[src/sv/ihc_pkg.sv]
package ihc_pkg;

  // Verdict codes, first failing check wins
  localparam logic [2:0] ST_OK       = 3'd0;
  localparam logic [2:0] ST_SHORT    = 3'd1;
  localparam logic [2:0] ST_VERSION  = 3'd2;
  localparam logic [2:0] ST_IHL      = 3'd3;
  localparam logic [2:0] ST_HDR_PAST = 3'd4;
  localparam logic [2:0] ST_CHECKSUM = 3'd5;
  localparam logic [2:0] ST_LENGTH   = 3'd6;

  // Header word positions
  localparam logic [4:0] WI_VER_IHL  = 5'd0;
  localparam logic [4:0] WI_TOT_LEN  = 5'd1;
  localparam logic [4:0] WI_IDENT    = 5'd2;
  localparam logic [4:0] WI_FLAGS    = 5'd3;
  localparam logic [4:0] WI_TTL_PROT = 5'd4;
  localparam logic [4:0] WI_CHECKSUM = 5'd5;
  localparam logic [4:0] WI_MAX      = 5'd31;

  localparam logic [3:0]  IPV4_VERSION = 4'd4;
  localparam logic [3:0]  MIN_IHL      = 4'd5;
  localparam logic [15:0] MIN_BUF      = 16'd20;

  // Header state captured at the last beat of a packet
  typedef struct packed {
    logic [7:0]  ver_ihl;
    logic [15:0] tot_len;
    logic [15:0] ident;
    logic [15:0] flags_off;
    logic [15:0] ttl_prot;
    logic [15:0] chk;
    logic [15:0] sum;
    logic [15:0] buf_bytes;
  } hdr_snap_t;

  // One verdict beat
  typedef struct packed {
    logic [2:0]  status;
    logic [7:0]  protocol_number;
    logic [7:0]  hop_limit;
    logic [15:0] packet_ident;
    logic        frag_flag;
    logic [5:0]  header_bytes;
    logic [15:0] payload_bytes;
  } verdict_t;

endpackage

[src/sv/ihc_accum.sv]
module ihc_accum (
  input  logic              clk,
  input  logic              rst_n,
  input  logic              beat,
  input  logic [15:0]       data_word,
  input  logic [15:0]       buffer_bytes,
  input  logic              word_last,
  output logic              snap_valid_r,
  output ihc_pkg::hdr_snap_t snap_r
);
  import ihc_pkg::*;

  logic [4:0]  widx_r, widx_nxt;
  logic [15:0] sum_r, sum_nxt;
  logic [7:0]  vihl_r, vihl_nxt;
  logic [15:0] tlen_r, tlen_nxt;
  logic [15:0] ident_r, ident_nxt;
  logic [15:0] flags_r, flags_nxt;
  logic [15:0] ttlp_r, ttlp_nxt;
  logic [15:0] chk_r, chk_nxt;
  logic [3:0]  ihl_eff;
  logic [16:0] raw_sum;
  logic        add_en;
  hdr_snap_t   snap_nxt;

  // Field capture, running ones' complement sum, word counter
  always_comb begin
    vihl_nxt  = vihl_r;
    tlen_nxt  = tlen_r;
    ident_nxt = ident_r;
    flags_nxt = flags_r;
    ttlp_nxt  = ttlp_r;
    chk_nxt   = chk_r;
    case (widx_r)
      WI_VER_IHL:  vihl_nxt  = data_word[15:8];
      WI_TOT_LEN:  tlen_nxt  = data_word;
      WI_IDENT:    ident_nxt = data_word;
      WI_FLAGS:    flags_nxt = data_word;
      WI_TTL_PROT: ttlp_nxt  = data_word;
      WI_CHECKSUM: chk_nxt   = data_word;
      default: ;
    endcase

    ihl_eff = vihl_nxt[3:0];
    add_en  = (widx_r < {ihl_eff, 1'b0}) && (widx_r != WI_CHECKSUM);
    raw_sum = {1'b0, sum_r} + {1'b0, data_word};
    if (!add_en) begin
      sum_nxt = sum_r;
    end else if (raw_sum[16]) begin
      sum_nxt = raw_sum[15:0] + 16'd1;
    end else begin
      sum_nxt = raw_sum[15:0];
    end

    widx_nxt = (widx_r == WI_MAX) ? widx_r : widx_r + 5'd1;

    snap_nxt.ver_ihl   = vihl_nxt;
    snap_nxt.tot_len   = tlen_nxt;
    snap_nxt.ident     = ident_nxt;
    snap_nxt.flags_off = flags_nxt;
    snap_nxt.ttl_prot  = ttlp_nxt;
    snap_nxt.chk       = chk_nxt;
    snap_nxt.sum       = sum_nxt;
    snap_nxt.buf_bytes = buffer_bytes;
  end

  // Packet state: cleared at reset and after each last beat
  always_ff @(posedge clk) begin
    if (!rst_n || (beat && word_last)) begin
      widx_r  <= '0;
      sum_r   <= '0;
      vihl_r  <= '0;
      tlen_r  <= '0;
      ident_r <= '0;
      flags_r <= '0;
      ttlp_r  <= '0;
      chk_r   <= '0;
    end else if (beat) begin
      widx_r  <= widx_nxt;
      sum_r   <= sum_nxt;
      vihl_r  <= vihl_nxt;
      tlen_r  <= tlen_nxt;
      ident_r <= ident_nxt;
      flags_r <= flags_nxt;
      ttlp_r  <= ttlp_nxt;
      chk_r   <= chk_nxt;
    end
  end

  // Snapshot for the verdict stage
  always_ff @(posedge clk) begin
    if (!rst_n) begin
      snap_valid_r <= 1'b0;
    end else begin
      snap_valid_r <= beat && word_last;
    end
  end

  always_ff @(posedge clk) begin
    if (beat && word_last) begin
      snap_r <= snap_nxt;
    end
  end

endmodule

[src/sv/ihc_verdict.sv]
module ihc_verdict (
  input  ihc_pkg::hdr_snap_t snap,
  output ihc_pkg::verdict_t  verdict
);
  import ihc_pkg::*;

  logic [3:0]  ihl;
  logic [5:0]  hlen;
  logic [15:0] hlen_w;
  logic [15:0] computed;
  logic [2:0]  status;

  // Checks in priority order
  always_comb begin
    ihl      = snap.ver_ihl[3:0];
    hlen     = {ihl, 2'b00};
    hlen_w   = {10'd0, hlen};
    computed = ~snap.sum;

    if (snap.buf_bytes < MIN_BUF) begin
      status = ST_SHORT;
    end else if (snap.ver_ihl[7:4] != IPV4_VERSION) begin
      status = ST_VERSION;
    end else if (ihl < MIN_IHL) begin
      status = ST_IHL;
    end else if (hlen_w > snap.buf_bytes) begin
      status = ST_HDR_PAST;
    end else if (computed != snap.chk) begin
      status = ST_CHECKSUM;
    end else if ((snap.tot_len > snap.buf_bytes) || (snap.tot_len < hlen_w)) begin
      status = ST_LENGTH;
    end else begin
      status = ST_OK;
    end

    verdict = '0;
    verdict.status = status;
    if (status == ST_OK) begin
      verdict.protocol_number = snap.ttl_prot[7:0];
      verdict.hop_limit       = snap.ttl_prot[15:8];
      verdict.packet_ident    = snap.ident;
      verdict.frag_flag       = |snap.flags_off[13:0];
      verdict.header_bytes    = hlen;
      verdict.payload_bytes   = snap.tot_len - hlen_w;
    end
  end

endmodule

[src/sv/ihc_out_queue.sv]
module ihc_out_queue (
  input  logic              clk,
  input  logic              rst_n,
  input  logic              push,
  input  ihc_pkg::verdict_t push_data,
  input  logic              out_stall,
  output logic              head_valid_r,
  output ihc_pkg::verdict_t head_r,
  output logic [1:0]        level
);
  import ihc_pkg::*;

  logic     skid_valid_r;
  verdict_t skid_r;
  logic     pop;

  assign pop   = head_valid_r && !out_stall;
  assign level = {1'b0, head_valid_r} + {1'b0, skid_valid_r};

  // Output register plus one skid entry
  always_ff @(posedge clk) begin
    if (!rst_n) begin
      head_valid_r <= 1'b0;
      skid_valid_r <= 1'b0;
    end else if (pop) begin
      if (skid_valid_r) begin
        head_valid_r <= 1'b1;
        skid_valid_r <= push;
      end else begin
        head_valid_r <= push;
        skid_valid_r <= 1'b0;
      end
    end else if (head_valid_r) begin
      if (push) begin
        skid_valid_r <= 1'b1;
      end
    end else begin
      head_valid_r <= push;
    end
  end

  always_ff @(posedge clk) begin
    if (pop) begin
      if (skid_valid_r) begin
        head_r <= skid_r;
        skid_r <= push_data;
      end else begin
        head_r <= push_data;
      end
    end else if (head_valid_r) begin
      if (push) begin
        skid_r <= push_data;
      end
    end else begin
      head_r <= push_data;
    end
  end

endmodule

[src/sv/ipv4_header_checker_top.sv]
// IPv4 header checker.
// Input channel: one 16-bit packet word per beat (in_data_word, first byte in
// bits 15:8), with the buffer byte count and a last-word flag. The header
// fields are captured and the Internet checksum sums ihl*4 bytes minus its field.
// Result channel: one verdict beat per packet, with status and, when status
// is ok, protocol, TTL, identification, fragment flag, header and payload
// lengths (all zero otherwise).
// Throughput: one word per cycle while in_stall is low. The snapshot register
// loads at the edge that accepts the last word; the verdict is formed from it
// combinationally and then loads into the output register or the skid entry.
// Output side has an output register and one skid entry; input keeps flowing
// while a verdict waits, and in_stall rises only while out_stall holds back
// an output stage that could not take one more verdict (a verdict sitting in
// the snapshot stage counts toward that room).
// Reset (rst_n low, synchronous) clears the packet state and drops any
// pending verdicts. Packet state also clears after every last word.
module ipv4_header_checker_top (
  input  logic        clk,
  input  logic        rst_n,
  input  logic        in_valid,
  output logic        in_stall,
  input  logic [15:0] in_data_word,
  input  logic [15:0] in_buffer_bytes,
  input  logic        in_word_last,
  output logic        out_valid,
  input  logic        out_stall,
  output logic [2:0]  out_status,
  output logic [7:0]  out_protocol_number,
  output logic [7:0]  out_hop_limit,
  output logic [15:0] out_packet_ident,
  output logic        out_frag_flag,
  output logic [5:0]  out_header_bytes,
  output logic [15:0] out_payload_bytes
);
  import ihc_pkg::*;

  logic      beat;
  logic      drain;
  logic      snap_valid;
  hdr_snap_t snap;
  verdict_t  verdict;
  verdict_t  head;
  logic [1:0] level;

  // Room check counts the verdict in the snapshot stage and a head leaving now
  assign drain    = out_valid && !out_stall;
  assign in_stall = snap_valid ? ((level == 2'd2) || ((level == 2'd1) && !drain))
                               : ((level == 2'd2) && !drain);
  assign beat     = in_valid && !in_stall;

  ihc_accum u_accum (
    .clk          (clk),
    .rst_n        (rst_n),
    .beat         (beat),
    .data_word    (in_data_word),
    .buffer_bytes (in_buffer_bytes),
    .word_last    (in_word_last),
    .snap_valid_r (snap_valid),
    .snap_r       (snap)
  );

  ihc_verdict u_verdict (
    .snap    (snap),
    .verdict (verdict)
  );

  ihc_out_queue u_out_queue (
    .clk          (clk),
    .rst_n        (rst_n),
    .push         (snap_valid),
    .push_data    (verdict),
    .out_stall    (out_stall),
    .head_valid_r (out_valid),
    .head_r       (head),
    .level        (level)
  );

  // Result fields
  assign out_status          = head.status;
  assign out_protocol_number = head.protocol_number;
  assign out_hop_limit       = head.hop_limit;
  assign out_packet_ident    = head.packet_ident;
  assign out_frag_flag       = head.frag_flag;
  assign out_header_bytes    = head.header_bytes;
  assign out_payload_bytes   = head.payload_bytes;

endmodule
[config.mk]
export PLATFORM = sky130hd
export DESIGN_NAME = ipv4_header_checker_top
export DESIGN_NICKNAME = d
export VERILOG_FILES = /design/src/sv/ihc_pkg.sv /design/src/sv/ihc_accum.sv /design/src/sv/ihc_verdict.sv /design/src/sv/ihc_out_queue.sv /design/src/sv/ipv4_header_checker_top.sv
export SDC_FILE = /design/constraint.sdc
export NUM_CORES = 1
export LEC_CHECK = 0
export ABC_AREA = 1
export BUFFER_PORTS_ARGS = -buffer_cell sky130_fd_sc_hd__clkbuf_2
export CORE_ASPECT_RATIO = 0.9
export CORE_MARGIN = 2
export CORE_UTILIZATION = 25
export DETAILED_ROUTE_END_ITERATION = 16
export PLACE_DENSITY = 0.38
export SYNTH_ARGS = -nofsm -noshare
export SYNTH_HDL_FRONTEND = slang
export SYNTH_SLANG_ARGS = --single-unit
[constraint.sdc]
create_clock -name clk -period 21.4 [get_ports clk]
set_input_delay 2.14 -clock clk [delete_from_list [all_inputs] [get_ports clk]]
set_output_delay 2.14 -clock clk [all_outputs]
set_load 0.02 [all_outputs]
* Yosys cells after proc, flatten, opt, wreduce, memory -nomap -nowiden
Index checks and enable logic that the tools add are counted.
** Word-level totals
- Register bits :: 346
- Output and inout port bits :: 60
- Logic and storage cells :: 110
** Operators by class
- $add $sub $neg :: 5
- Magnitude comparators :: 6
- Equal/unequal tests :: 13
- Muxes and demuxes :: 30
- Bitwise logic cells :: 2
- Reductions and logical operators :: 21
** Operators by type and width (count)
- $mux 58 :: 7
- $mux 16 :: 7
- $mux 55 :: 1
- $mux 3 :: 6
- $add 16x16->17 :: 1
- $add 16x1->16 const B :: 1
- $gt 16x16->1 :: 1
- $gt 6x16->1 :: 1
- $lt 16x5->1 const B :: 1
- $lt 16x6->1 :: 1
- $ne 16x16->1 :: 1
- $not 16->16 :: 1
- $sub 16x6->16 :: 1
- $reduce_or 14->1 :: 1
- $eq 5x2->1 const B :: 2
- $eq 5x3->1 const B :: 2
- $mux 1 :: 8
- $mux 8 :: 1
- $logic_and 1x1->1 :: 6
- $add 5x1->5 const B :: 1
- $eq 5x1->1 const B :: 1
- $eq 5x5->1 const B :: 1
- $logic_not 5->1 :: 1
- $lt 5x5->1 :: 1
- 15 further kinds :: 22

* Depth between registers and ports, before layout
Gate-level depths: netlist of the first run.
- Depth after elaboration :: 13
- Mapped depth :: 19
- Depth with buffers taken out :: 18

* Modules after synthesis
A second synthesis of the first run with hierarchy kept.
** Second synthesis, totals
- Cell total of the unflattened synthesis :: 1999
- Area total of the unflattened synthesis :: 17030.1 um^2
** Modules (own cells, without submodules)
- ihc_accum :: instances 1, cells an instance 1316, area an instance 10770.3 um^2
- ihc_out_queue :: instances 1, cells an instance 318, area an instance 4409.2 um^2
- ihc_verdict :: instances 1, cells an instance 352, area an instance 1799.2 um^2
- ipv4_header_checker_top :: instances 1, cells an instance 13, area an instance 51.3 um^2

* Worst setup path before layout of the first run
No wires, ideal clock.
- Path type :: in2reg
- Start point :: in out_stall
- End point :: reg u_accum.snap_r[0] (netlist name), enable pin
- Arrival :: 8.016 ns
- Data required time :: 20.803 ns
- Setup slack :: 12.787 ns
- Stages on the path :: 8
- Path buffers :: 2
- Cell sequence :: nor2_1 inv_1 o21ai_0 and2_1 nand2_1 buf_2 buf_1 nor2_1
** On the way
- Longest elaborated chain between the ends :: 9
- Elaborated cells on any way between the ends :: 10
** Ends and longest elaborated chain
- start, declared :: line ipv4_header_checker_top.sv:26 : input logic out_stall,
- $logic_not 1->1 (*) :: line ipv4_header_checker_top.sv:46 : assign drain = out_valid && !out_stall;
- $logic_and 1x1->1 (*) :: line ipv4_header_checker_top.sv:46
- $logic_not 1->1 (*) :: line ipv4_header_checker_top.sv:47, ipv4_header_checker_top.sv:48
- $logic_and 1x1->1 :: line ipv4_header_checker_top.sv:47 : assign in_stall = snap_valid ? ((level == 2'd2) || ((level == 2'd1) && !drain))
- $logic_or 1x1->1 :: line ipv4_header_checker_top.sv:47
- $mux 1 (*) :: line ipv4_header_checker_top.sv:47
- $logic_not 1->1 (*) :: line ipv4_header_checker_top.sv:49 : assign beat = in_valid && !in_stall;
- $logic_and 1x1->1 (*) :: line ipv4_header_checker_top.sv:49
- $logic_and 1x1->1 (*) :: line ihc_accum.sv:100 : if (beat && word_last) begin
- end signal, assigned :: line ihc_accum.sv:101 : snap_r <= snap_nxt;
- end, declared :: line ihc_accum.sv:9 : output ihc_pkg::hdr_snap_t snap_r
Every way passes the cells marked *; elsewhere a longest branch is shown, timed or not.
A chain may end at the register's enable or synchronous reset.

* Worst setup path after layout of the first run
- Start point :: in out_stall
- End point :: out in_stall
** On the way
- Longest elaborated chain between the ends :: 6
- Elaborated cells on any way between the ends :: 7
** Ends and longest elaborated chain
- $logic_not 1->1 (*) :: line ipv4_header_checker_top.sv:46
- $logic_and 1x1->1 (*) :: line ipv4_header_checker_top.sv:46
- $logic_not 1->1 (*) :: line ipv4_header_checker_top.sv:47, ipv4_header_checker_top.sv:48
- $logic_and 1x1->1 :: line ipv4_header_checker_top.sv:47
- $logic_or 1x1->1 :: line ipv4_header_checker_top.sv:47
- $mux 1 (*) :: line ipv4_header_checker_top.sv:47
- end, declared :: line ipv4_header_checker_top.sv:21 : output logic in_stall,
Marked as above.

==> reports/qor.yml, run 1 <==
floorplanning:
  pin_count: 97
  rows: 87
  start_util_pct: 25.32
  die_w_um: 269.6
  die_area_mm2: 0.06555
  die_h_um: 243.1
  core_mm2: 0.06270
route:
  dr_wl_met2_um: 17570
  wl_met1_um: 21240
  drtPass1Iterations: 5
  wl_met3_um: 1494
  drc: 0
  routedWlPerCell_um: 15.09
  top_layer: "met4"
  avgViaCountPerCell: 4.260
  vias: 11614
  drtAntennaViolNets: 0
  drt_iter0_markers: 654
  routed_wl_um: 41130
clocking:
  htreeDepth: 2
  cts_resized: 0
  cts_hold_buf: 0
  numCtsBuffers: 41
  cts_tree: "done"
  root_buffer: "clkbuf_16"
  clk_latency_ns: 0.55
  clk_path_buf_depth: 3
  post_cts_buffers: 0
  clock-sinks: 340
  cts.clk_slew.worst_paths_ns: 0.06
global_route:
  overflow: 0
  grt_first_pass_wirelength_um: 64450
  grt_pass1_vias: 11014
  antenna_found_initial: 0
  track_usage_pct: 12.48
  grt_max_degree: 98
synthesis:
  yosysTopAreaCell: "edfxtp_1"
  synth_area_mm2: 0.01588
  synthTopCellsByArea: "edfxtp_1 (43%), dfxtp_1 (14%), nand2_1 (11%)"
  syn_inst: 1767
  synth.top_cell.area_share_pct: 43.50
  synth_edf_count: 230
  ys_ff_latch: 340
  syn_area_per_cell_um2: 8.986
  ys_async_sr_fraction_pct: 0
  synth.distinct_cells: 45
  yosysWarnings: 0
  ys.flop_type: "edfxtp_1"
  seq_area_frac_synth_pct: 57.37
layout:
  n_antenna_cell: 0
  postLayoutCoreUtil_pct: 29.62
  layout_common_cells: "nand2_1 (448), nor2_1 (250), edfxtp_1 (230)"
  final_common_cell: "nand2_1"
  nNetsFinal: 1938
  syn2layout_area_growth_pct: 16.97
  final_area_mm2: 0.01857
  stdcell_count: 2726
  layout-drive-gt1-share_pct: 12.44
placed_design:
  hpwl_um: 27820
  io_buffers: 94
  post-place-cells: 2651
  place_area_mm2: 0.01723
  gp_congestion: 0.7697
power_and_ir_drop:
  power.density_mw_per_mm2: 85.52
  p_leak_nw: 7.684
  total_power_mw: 1.588
  ir_worst_vdd_mv: 0.04477
worst_setup_path:
  worstRegToRegCells: 9
  cp-end-kind: "output pin"
  crit_family: "buffers and inverters"
  critPathBufInv: 4
  worst_setup_path_start_kind: "primary input"
  cp.arrival_ns: 3.07
  cpPeakStageDelay_ns: 0.20
  crit_chain: "clkbuf_2 -> nor2_1 -> inv_1 -> o21ai_0 -> and2_1 -> inv_1 -> clkbuf_2"
  critPathKind: "in2out"
  worstPathMaxFanout: 4
  slowest_stage: "and2_1"
  rrSetupSlack_ns: 17.75
  crit_required_ns: 19.26
  r2r_end: "u_accum.snap_r[6]"
  timing.rr.start: "u_out_queue.head_valid_r"
sta:
  finalCriticalPeriod_ns: 5.214
  slew_headroom_pct: 22.59
  max_freq_mhz: 191.8
  tns_ns: 0
  timing.final.crit_share_pct: 24.36
  finalMaxSlewViolations: 0
  hold_viol: 0
  rsz0062_at_grt: "false"
  worstMarginPinSlew_ns: 1.161
  setup_viol: 0
  skew_ns: 0.01754
hold_path:
  hold_start: "u_accum.ttlp_r[1]"
  holdPathEnd: "u_accum.ttlp_r[1]"
  hold_depth: 2
  hold_path_class: "reg2reg"
job:
  maxCapViolCount: 0
outcome:
  status: "finished, final reports clean"
## Yosys cell counts, types with 11 or more instances
| master | number |
|---|---|
| nand2_1 | 450 |
| nor2_1 | 252 |
| a21oi_1 | 126 |
| dfxtp_1 | 110 |
| clkbuf_1 | 35 |
| nand2_2 | 17 |
| ha_1 | 50 |
| xor2_1 | 11 |
| o21ai_1 | 11 |
| inv_1 | 178 |
| nand3_1 | 49 |
| o21ai_0 | 105 |
| edfxtp_1 | 230 |
| buf_2 | 24 |
| xnor2_1 | 15 |
## layer usage
layer,global-route usage (%),vias to the layer above
met5,0,-
met4,3.905,0
met3,1.731,52
met2,18.86,177
met1,18.31,5460
li1,-,5925
## worst min-delay path, cell delays in order (launching register included)
cell and delay, ns:
dfxtp_1 0.31, nand2_1 0.06, a21oi_1 0.05
## sequential cells by signal, indices dropped and copies added, names as in the netlist
name                      flops
u_accum.ttlp_r               16
u_out_queue.skid_valid_r      1
u_accum.tlen_r               16
u_accum.snap_r              118
u_accum.chk_r                16
u_out_queue.head_r           56
u_accum.flags_r              14
u_out_queue.head_valid_r      1
u_accum.widx_r                5
u_accum.vihl_r                8
u_out_queue.skid_r           56
u_accum.snap_valid_r          1
u_accum.sum_r                16
u_accum.ident_r              16
## power by group
part / switching [mW] / internal, mW
clock: 0.273 / 0.420
sequential: 0.0120 / 0.723
combinational: 0.114 / 0.0471
total: 0.399 / 1.19
## metrics by stage
step / worst slack [ns] / hold WS (ns)
2_1_floorplan: 12.79 / 0.4446
3_3_place_gp: 15.84 / 0.4510
3_5_place_dp: 15.87 / 0.4553
4_1_cts: 16.19 / 0.4645
5_1_grt: 16.02 / 0.4753
6_report: 16.19 / 0.4619
## logic make-up after synthesis
| kind of cell | share of synthesized area, % |
|---|---|
| simple gates | 21.80 |
| flops | 57.37 |
| compound gates | 8.763 |
| buf+inv | 6.422 |
| fa+ha+maj | 4.192 |
| xor+xnor | 1.434 |
| other cells | 0.02362 |
## worst max path at each step
stage	start	endpoint	slack, ns	cells past startpoint
after floorplan	out_stall	u_accum.snap_r[0]	12.79	8
after global placement	out_stall	u_accum.snap_r[10]	15.84	9
after detailed placement	out_stall	u_accum.snap_r[9]	15.87	9
after CTS	out_stall	in_stall	16.19	7
after global routing	out_stall	in_stall	16.02	7
final	out_stall	in_stall	16.19	7
## final cells by class
type                    count  area, µm²
clock buffers              62       1227
clock inverters            13      118.9
fillers                  6688      44130
inverters                 186      700.7
multi-input cells        1173       5791
flip-flops and latches    340       9109
well taps                 845       1057
repair buffers            107      568.0
No activity file was read; power rests on OpenSTA's default activity.
==> inputs of run 2 (changes only) <==
- PLACE_DENSITY: 0.38 -> 0.39
- clock period: 21.4 -> 4.6 ns (I/O delays scaled with it)
==> run 2 against run 1 <==
Cell area up 0.50%. Sequential share of layout area down 0.24 points. Largest power group unchanged. Non-clock buffer count up 1. Wire length up 2.5%. Critical path depth up 8. Clock skew up 0.0045 ns. Final cell count up 0.18%. Via count about the same. Global-route usage up 0.34 points.
==> reports/qor.yml, run 2 (synthesized netlist as in run 1, its figures left out) <==
hold_path:
  hold_start: "in_buffer_bytes[13]"
  hold_depth: 1  # -1
  holdPathEnd: "u_accum.snap_r[13]"
  hold_path_class: "in2reg"
worst_setup_path:
  worstRegToRegCells: 15  # +6
  rrSetupSlack_ns: 1.19  # -16.56 ns
  critPathKind: "reg2reg"
  timing.rr.start: "u_accum.snap_r[98]"
  slowest_stage: "nand4_2"
  cp-end-kind: "register"
  crit_chain: "inv_1 -> ha_1 -> inv_1 -> fa_1 -> nand2_1 -> nand2_1 -> a21oi_1 -> nand2_1 -> nor3_2 -> nand3_1 -> nand4_2 -> buf_4 -> nor2_1 -> nor2_1 -> nor2_1"
  crit_required_ns: 4.91  # -14.35 ns
  worst_setup_path_start_kind: "register"
  r2r_end: "u_out_queue.head_r[43]"
  cp.arrival_ns: 3.72  # +0.65 ns
  worstPathMaxFanout: 35  # +31
  cpPeakStageDelay_ns: 0.65  # +0.45 ns
clocking:
  cts_resized: 0  # unchanged
  clk_latency_ns: 0.56  # about the same
  cts_tree: "done"
  htreeDepth: 2  # unchanged
  post_cts_buffers: 0  # unchanged
  clock-sinks: 340  # unchanged
  numCtsBuffers: 42  # +2.4%
  cts_hold_buf: 0  # unchanged
  root_buffer: "clkbuf_16"
  cts.clk_slew.worst_paths_ns: 0.06  # about the same
  clk_path_buf_depth: 3  # unchanged
sta:
  hold_viol: 0  # unchanged
  finalCriticalPeriod_ns: 3.411
  layout_setup_ws_ns: 1.189  # -15.00 ns
  skew_ns: 0.02199  # +0.004459 ns
  max_freq_mhz: 293.2
  worst_hold_slack_ns: 0.08510  # -0.3768 ns
  finalMaxSlewViolations: 0  # unchanged
  rsz0062_at_grt: "false"
  timing.final.crit_share_pct: 74.15
  tns_ns: 0  # unchanged
  setup_viol: 0  # unchanged
  slew_headroom_pct: 24.02  # +1.4 points
  worstMarginPinSlew_ns: 1.136  # -0.02468 ns
layout:
  final_area_mm2: 0.01866  # +0.50%
  regArea_mm2: 0.009109  # unchanged
  layout-drive-gt1-share_pct: 12.25  # -0.19 points
  largestRegisters: "u_accum.snap_r x118, u_out_queue.head_r x56, u_out_queue.skid_r x56"
  largest-register: "u_accum.snap_r"
  largest_reg_flops: 118  # unchanged
  final_common_cell: "nand2_1"
  nNetsFinal: 1940  # +0.10%
  n_fill_cell: 6644  # -0.66%
  syn2layout_area_growth_pct: 17.55
  multi_input_area_mm2: 0.005791  # unchanged
  layout_common_cells: "nand2_1 (448), nor2_1 (250), edfxtp_1 (230)"
floorplanning:
  pin_count: 97  # unchanged
  die_w_um: 269.6  # unchanged
  die_h_um: 243.1  # unchanged
  rows: 87  # unchanged
  start_util_pct: 25.32  # unchanged
  die_area_mm2: 0.06555  # unchanged
  core_mm2: 0.06270  # unchanged
power_and_ir_drop:
  p_leak_nw: 7.710  # +0.33%
  power.density_mw_per_mm2: 400.5  # +370%
  total_power_mw: 7.476  # +370%
  ir_worst_vdd_mv: 0.2159  # +380%
route:
  avgViaCountPerCell: 4.256  # about the same
  drtPass1Iterations: 5  # unchanged
  vias: 11624  # +0.086%
  drtAntennaViolNets: 0  # unchanged
  drc: 0  # unchanged
  routedWlPerCell_um: 15.44  # +2.4%
  drt_iter0_markers: 669  # +2.3%
  routed_wl_um: 42170  # +2.5%
job:
  maxCapViolCount: 0  # unchanged
global_route:
  grt_pass1_vias: 11077  # +0.57%
  track_usage_pct: 12.82  # +0.34 points
  overflow: 0  # unchanged
  grt_first_pass_wirelength_um: 65950  # +2.3%
  grt_max_degree: 76  # -22%
  antenna_found_initial: 1  # +1
placed_design:
  place_area_mm2: 0.01728  # +0.33%
  io_buffers: 94  # unchanged
  place_worst_setup_slack_ns: 1.153  # -14.72 ns
  hpwl_um: 28400  # +2.1%
  gp_congestion: 0.7820  # +1.6%
outcome:
  status: "finished, final reports clean"
-- run 2: cell types whose count changed in the layout (fill, tap and decap cells not counted), sizes merged --
cell / change
clkbuf: +9
inv: -2
buf: +1
clkinv: -4
diode: +1
-- run 2: worst max-delay path by stage --
stage	from	endpoint	slack [ns]	cells past startpoint
CTS	u_accum.snap_r[98]	u_out_queue.head_r[52]	1.16	15
finish	u_accum.snap_r[98]	u_out_queue.head_r[43]	1.19	15
global route	u_accum.snap_r[98]	u_out_queue.head_r[44]	0.82	15
detailed placement	u_accum.snap_r[98]	u_out_queue.head_r[39]	1.15	15
floorplan	u_out_queue.head_valid_r	u_accum.snap_r[0]	0.92	9
global placement	u_accum.snap_r[98]	u_out_queue.head_r[36]	1.22	15
-- run 2: final cells by class --
| cell class | count | area share, % |
|---|---|---|
| clock buffer | 71 | 6.938 |
| clock inverter | 7 | 0.4492 |
| multi-input combinational | 1173 | 31.02 |
| inverter | 186 | 3.754 |
| tap | 845 | 5.665 |
| timing repair buffer | 108 | 3.352 |
| antenna | 1 | 0.01341 |
| sequential | 340 | 48.80 |
-- run 2: metrics by stage --
step	utilization [%]	instances
finish	29.77	2731
global placement	27.56	2652
floorplan	-	1768
CTS	29.76	2730
global route	29.76	2730
detailed placement	27.56	2652
-- run 2: power breakdown --
group,switching (mW),internal [mW]
registers,0.0524,3.36
logic,0.540,0.224
clock network,1.27,2.02
total,1.87,5.61
-- run 2: per-layer routing --
metal / part of all wire (%) / GRT usage, % / wire, µm / vias up
met5: 0 / 0 / 0 / -
met4: 1.8 / 3.562 / 758 / 0
met3: 3.3 / 1.949 / 1391 / 48
met2: 44 / 19.56 / 18440 / 184
met1: 51 / 18.70 / 21580 / 5444
li1: - / - / - / 5948
-- run 2: critical path, delay by kind of cell (launching register included) --
| family | cells | cell delay, ns |
|---|---|---|
| simple gates | 9 | 1.51 |
| compound gates | 1 | 0.21 |
| flops | 1 | 0.39 |
| buf+inv | 3 | 0.50 |
| fa+ha+maj | 2 | 0.51 |
==> inputs of run 3 (changes only) <==
- PLACE_DENSITY: 0.39 -> 0.38
- clock period: 4.6 -> 3.22 ns (I/O delays scaled with it)
==> run 3 against run 2 <==
Clock skew up 0.0064 ns. Sequential power up 43%. Flip-flop and latch count unchanged. Sequential share of layout area down 0.57 points. Combinational power up 45%. Critical endpoint is now u_out_queue.head_r[14]. First-iteration DRC count up 25%. Core utilization up 0.36 points. Power up 42%. Critical path depth down 1. Non-clock buffer count up 24. Hold slack better by 0.024 ns. Largest power group unchanged.
==> reports/qor.yml, run 3 (synthesized netlist as in run 1, its figures left out) <==
worst_setup_path:
  timing.rr.start: "u_accum.snap_r[98]"
  r2r_end: "u_out_queue.head_r[14]"
  rrSetupSlack_ns: 0.41  # -0.78 ns
  cp-end-kind: "register"
  worstRegToRegCells: 14  # -1
  worst_setup_path_start_kind: "register"
  critPathKind: "reg2reg"
  worstPathMaxFanout: 52  # +49%
  cp.arrival_ns: 3.09  # -0.63 ns
  crit_required_ns: 3.50  # -1.41 ns
sta:
  hold_viol: 0  # unchanged
  worstMarginPinSlew_ns: 0.7637  # -0.3728 ns
  worst_hold_slack_ns: 0.1090  # +0.02394 ns
  setup_viol: 0  # unchanged
  slew_headroom_pct: 49.09  # +25 points
  layout_setup_ws_ns: 0.4100  # -0.7793 ns
  rsz0062_at_grt: "false"
  timing.final.crit_share_pct: 87.27  # +13 points
  finalMaxSlewViolations: 0  # unchanged
  skew_ns: 0.02844  # +0.006450 ns
  max_freq_mhz: 355.9  # +21%
  finalCriticalPeriod_ns: 2.810  # -0.6007 ns
power_and_ir_drop:
  p_clk_share_pct: 43.4  # -0.7 points
  p_leak_nw: 7.814  # +1.4%
  pwr-share-seq_pct: 46.1  # +0.4 points
  combPwrFrac_pct: 10.5  # +0.3 points
  ir_worst_vdd_mv: 0.3515  # +63%
  internal_power_mw: 7.883  # +41%
  p_sw_mw: 2.696  # +44%
  total_power_mw: 10.58  # +42%
  swShare_pct: 25.49  # +0.51 points
  power.density_mw_per_mm2: 560.0  # +40%
clocking:
  post_cts_buffers: 0  # unchanged
  cts_resized: 0  # unchanged
  root_buffer: "clkbuf_16"
  clock-sinks: 340  # unchanged
  clk_path_buf_depth: 3  # unchanged
  cts_tree: "done"
  cts.clk_slew.worst_paths_ns: 0.06  # about the same
  numCtsBuffers: 42  # unchanged
  htreeDepth: 2  # unchanged
  clk_latency_ns: 0.57  # about the same
global_route:
  grt_first_pass_wirelength_um: 65880  # -0.10%
  grt_pass1_vias: 11070  # -0.063%
  grt_max_degree: 92  # +21%
  antenna_found_initial: 2  # +1
  overflow: 0  # unchanged
  track_usage_pct: 12.76  # -0.060 points
route:
  drc: 0  # unchanged
  routed_wl_um: 41860  # -0.73%
  vias: 11721  # +0.83%
  drtPass1Iterations: 5  # unchanged
  avgViaCountPerCell: 4.258  # about the same
  drtAntennaViolNets: 0  # unchanged
  drt_iter0_markers: 833  # +25%
  routedWlPerCell_um: 15.21  # -1.5%
layout:
  postLayoutCoreUtil_pct: 30.13  # +0.36 points
  n_antenna_cell: 0  # -1
  largest_reg_flops: 118  # unchanged
  final_common_cell: "nand2_1"
  layout-drive-gt1-share_pct: 12.68  # +0.43 points
  final_area_mm2: 0.01889  # +1.2%
  syn2layout_area_growth_pct: 18.98
  layout_common_cells: "nand2_1 (448), nor2_1 (249), edfxtp_1 (230)"
  nNetsFinal: 1964  # +1.2%
  largestRegisters: "u_accum.snap_r x118, u_out_queue.head_r x56, u_out_queue.skid_r x56"
  largest-register: "u_accum.snap_r"
hold_path:
  hold_depth: 3  # +2
  hold_start: "in_valid"
  hold_path_class: "in2reg"
  holdPathEnd: "u_accum.snap_valid_r"
placed_design:
  place_worst_setup_slack_ns: 0.3775  # -0.7753 ns
  place_area_mm2: 0.01739  # +0.64%
  gp_congestion: 0.7812  # -0.10%
  hpwl_um: 28260  # -0.50%
  io_buffers: 94  # unchanged
floorplanning:
  die_w_um: 269.6  # unchanged
  rows: 87  # unchanged
  die_area_mm2: 0.06555  # unchanged
  core_mm2: 0.06270  # unchanged
  pin_count: 97  # unchanged
  die_h_um: 243.1  # unchanged
  start_util_pct: 25.32  # unchanged
job:
  maxCapViolCount: 0  # unchanged
outcome:
  status: "finished, final reports clean"
[run 3: cell types whose count changed in the layout (fill, tap and decap cells not counted), moves of 3 or more]
| cell | delta |
|---|---|
| dlygate4sd3_1 | +17 |
| buf_12 | +4 |
| clkbuf_1 | -4 |
| clkbuf_16 | -4 |
| clkinv_1 | +4 |
| buf_4 | +3 |
[run 3: worst max path at each step]
stage                                   from                endpoint  slack (ns)  depth (start not counted)
floorplan           u_out_queue.head_valid_r       u_accum.snap_r[0]       -0.14                          9
global placement          u_accum.snap_r[98]  u_out_queue.head_r[15]        0.43                         15
detailed placement        u_accum.snap_r[98]  u_out_queue.head_r[15]        0.38                         15
CTS                       u_accum.snap_r[98]  u_out_queue.head_r[15]        0.39                         15
global route              u_accum.snap_r[98]  u_out_queue.head_r[15]        0.11                         15
finish                    u_accum.snap_r[98]  u_out_queue.head_r[14]        0.41                         14
[run 3: per-layer routing]
| metal | global-route usage (%) | wire length, µm | vias up | share of wire [%] |
|---|---|---|---|---|
| met3 | 2.315 | 1835 | 50 | 4.4 |
| met4 | 2.941 | 722 | 0 | 1.7 |
| met1 | 18.72 | 21240 | 5454 | 51 |
| met5 | 0 | 0 | - | 0 |
| met2 | 19.35 | 18060 | 221 | 43 |
| li1 | - | - | 5996 | - |
[run 3: per-stage QoR]
step / TNS [ns] / std cells
after floorplan: -16.57 / 1768
after global placement: 0 / 2659
after detailed placement: 0 / 2659
after CTS: 0 / 2753
after global routing: 0 / 2753
final: 0 / 2753
[run 3: power by group through the flow]
stage | clock [mW] | sequential, mW | combinational [mW]
after floorplan | 0 | 4.97 | 0.760
after global placement | 0 | 4.97 | 1.11
after detailed placement | 0 | 4.97 | 1.12
after CTS | 4.76 | 4.88 | 1.14
after global routing | 4.92 | 4.89 | 1.27
final | 4.59 | 4.88 | 1.11
[run 3: critical path, cell delays in order, from the launching register on]
cell and delay (ns):
edfxtp_1 0.39, inv_1 0.07, ha_1 0.14, inv_1 0.07, fa_1 0.38, nand2_1 0.10
nand2_1 0.06, a21oi_1 0.20, nand2_1 0.15, nor3_2 0.17, nand3_1 0.16, nand4_2 0.15
buf_12 0.24, or2_2 0.18, a21oi_1 0.06
[run 3: layout make-up]
type	count	area (µm²)
Inverter	186	700.7
Sequential cell	340	9112
Timing Repair Buffer	132	898.4
Multi-Input combinational cell	1173	5796
Tap cell	845	1057
Clock inverter	16	175.2
Fill cell	6627	43810
Clock buffer	61	1152
[run 3: timing repair]
| item | in CTS | in global routing |
|---|---|---|
| hold endpoints to repair | 17 | 0 |
| setup endpoints to repair | 0 | 0 |
| hold buffers | 17 | 0 |
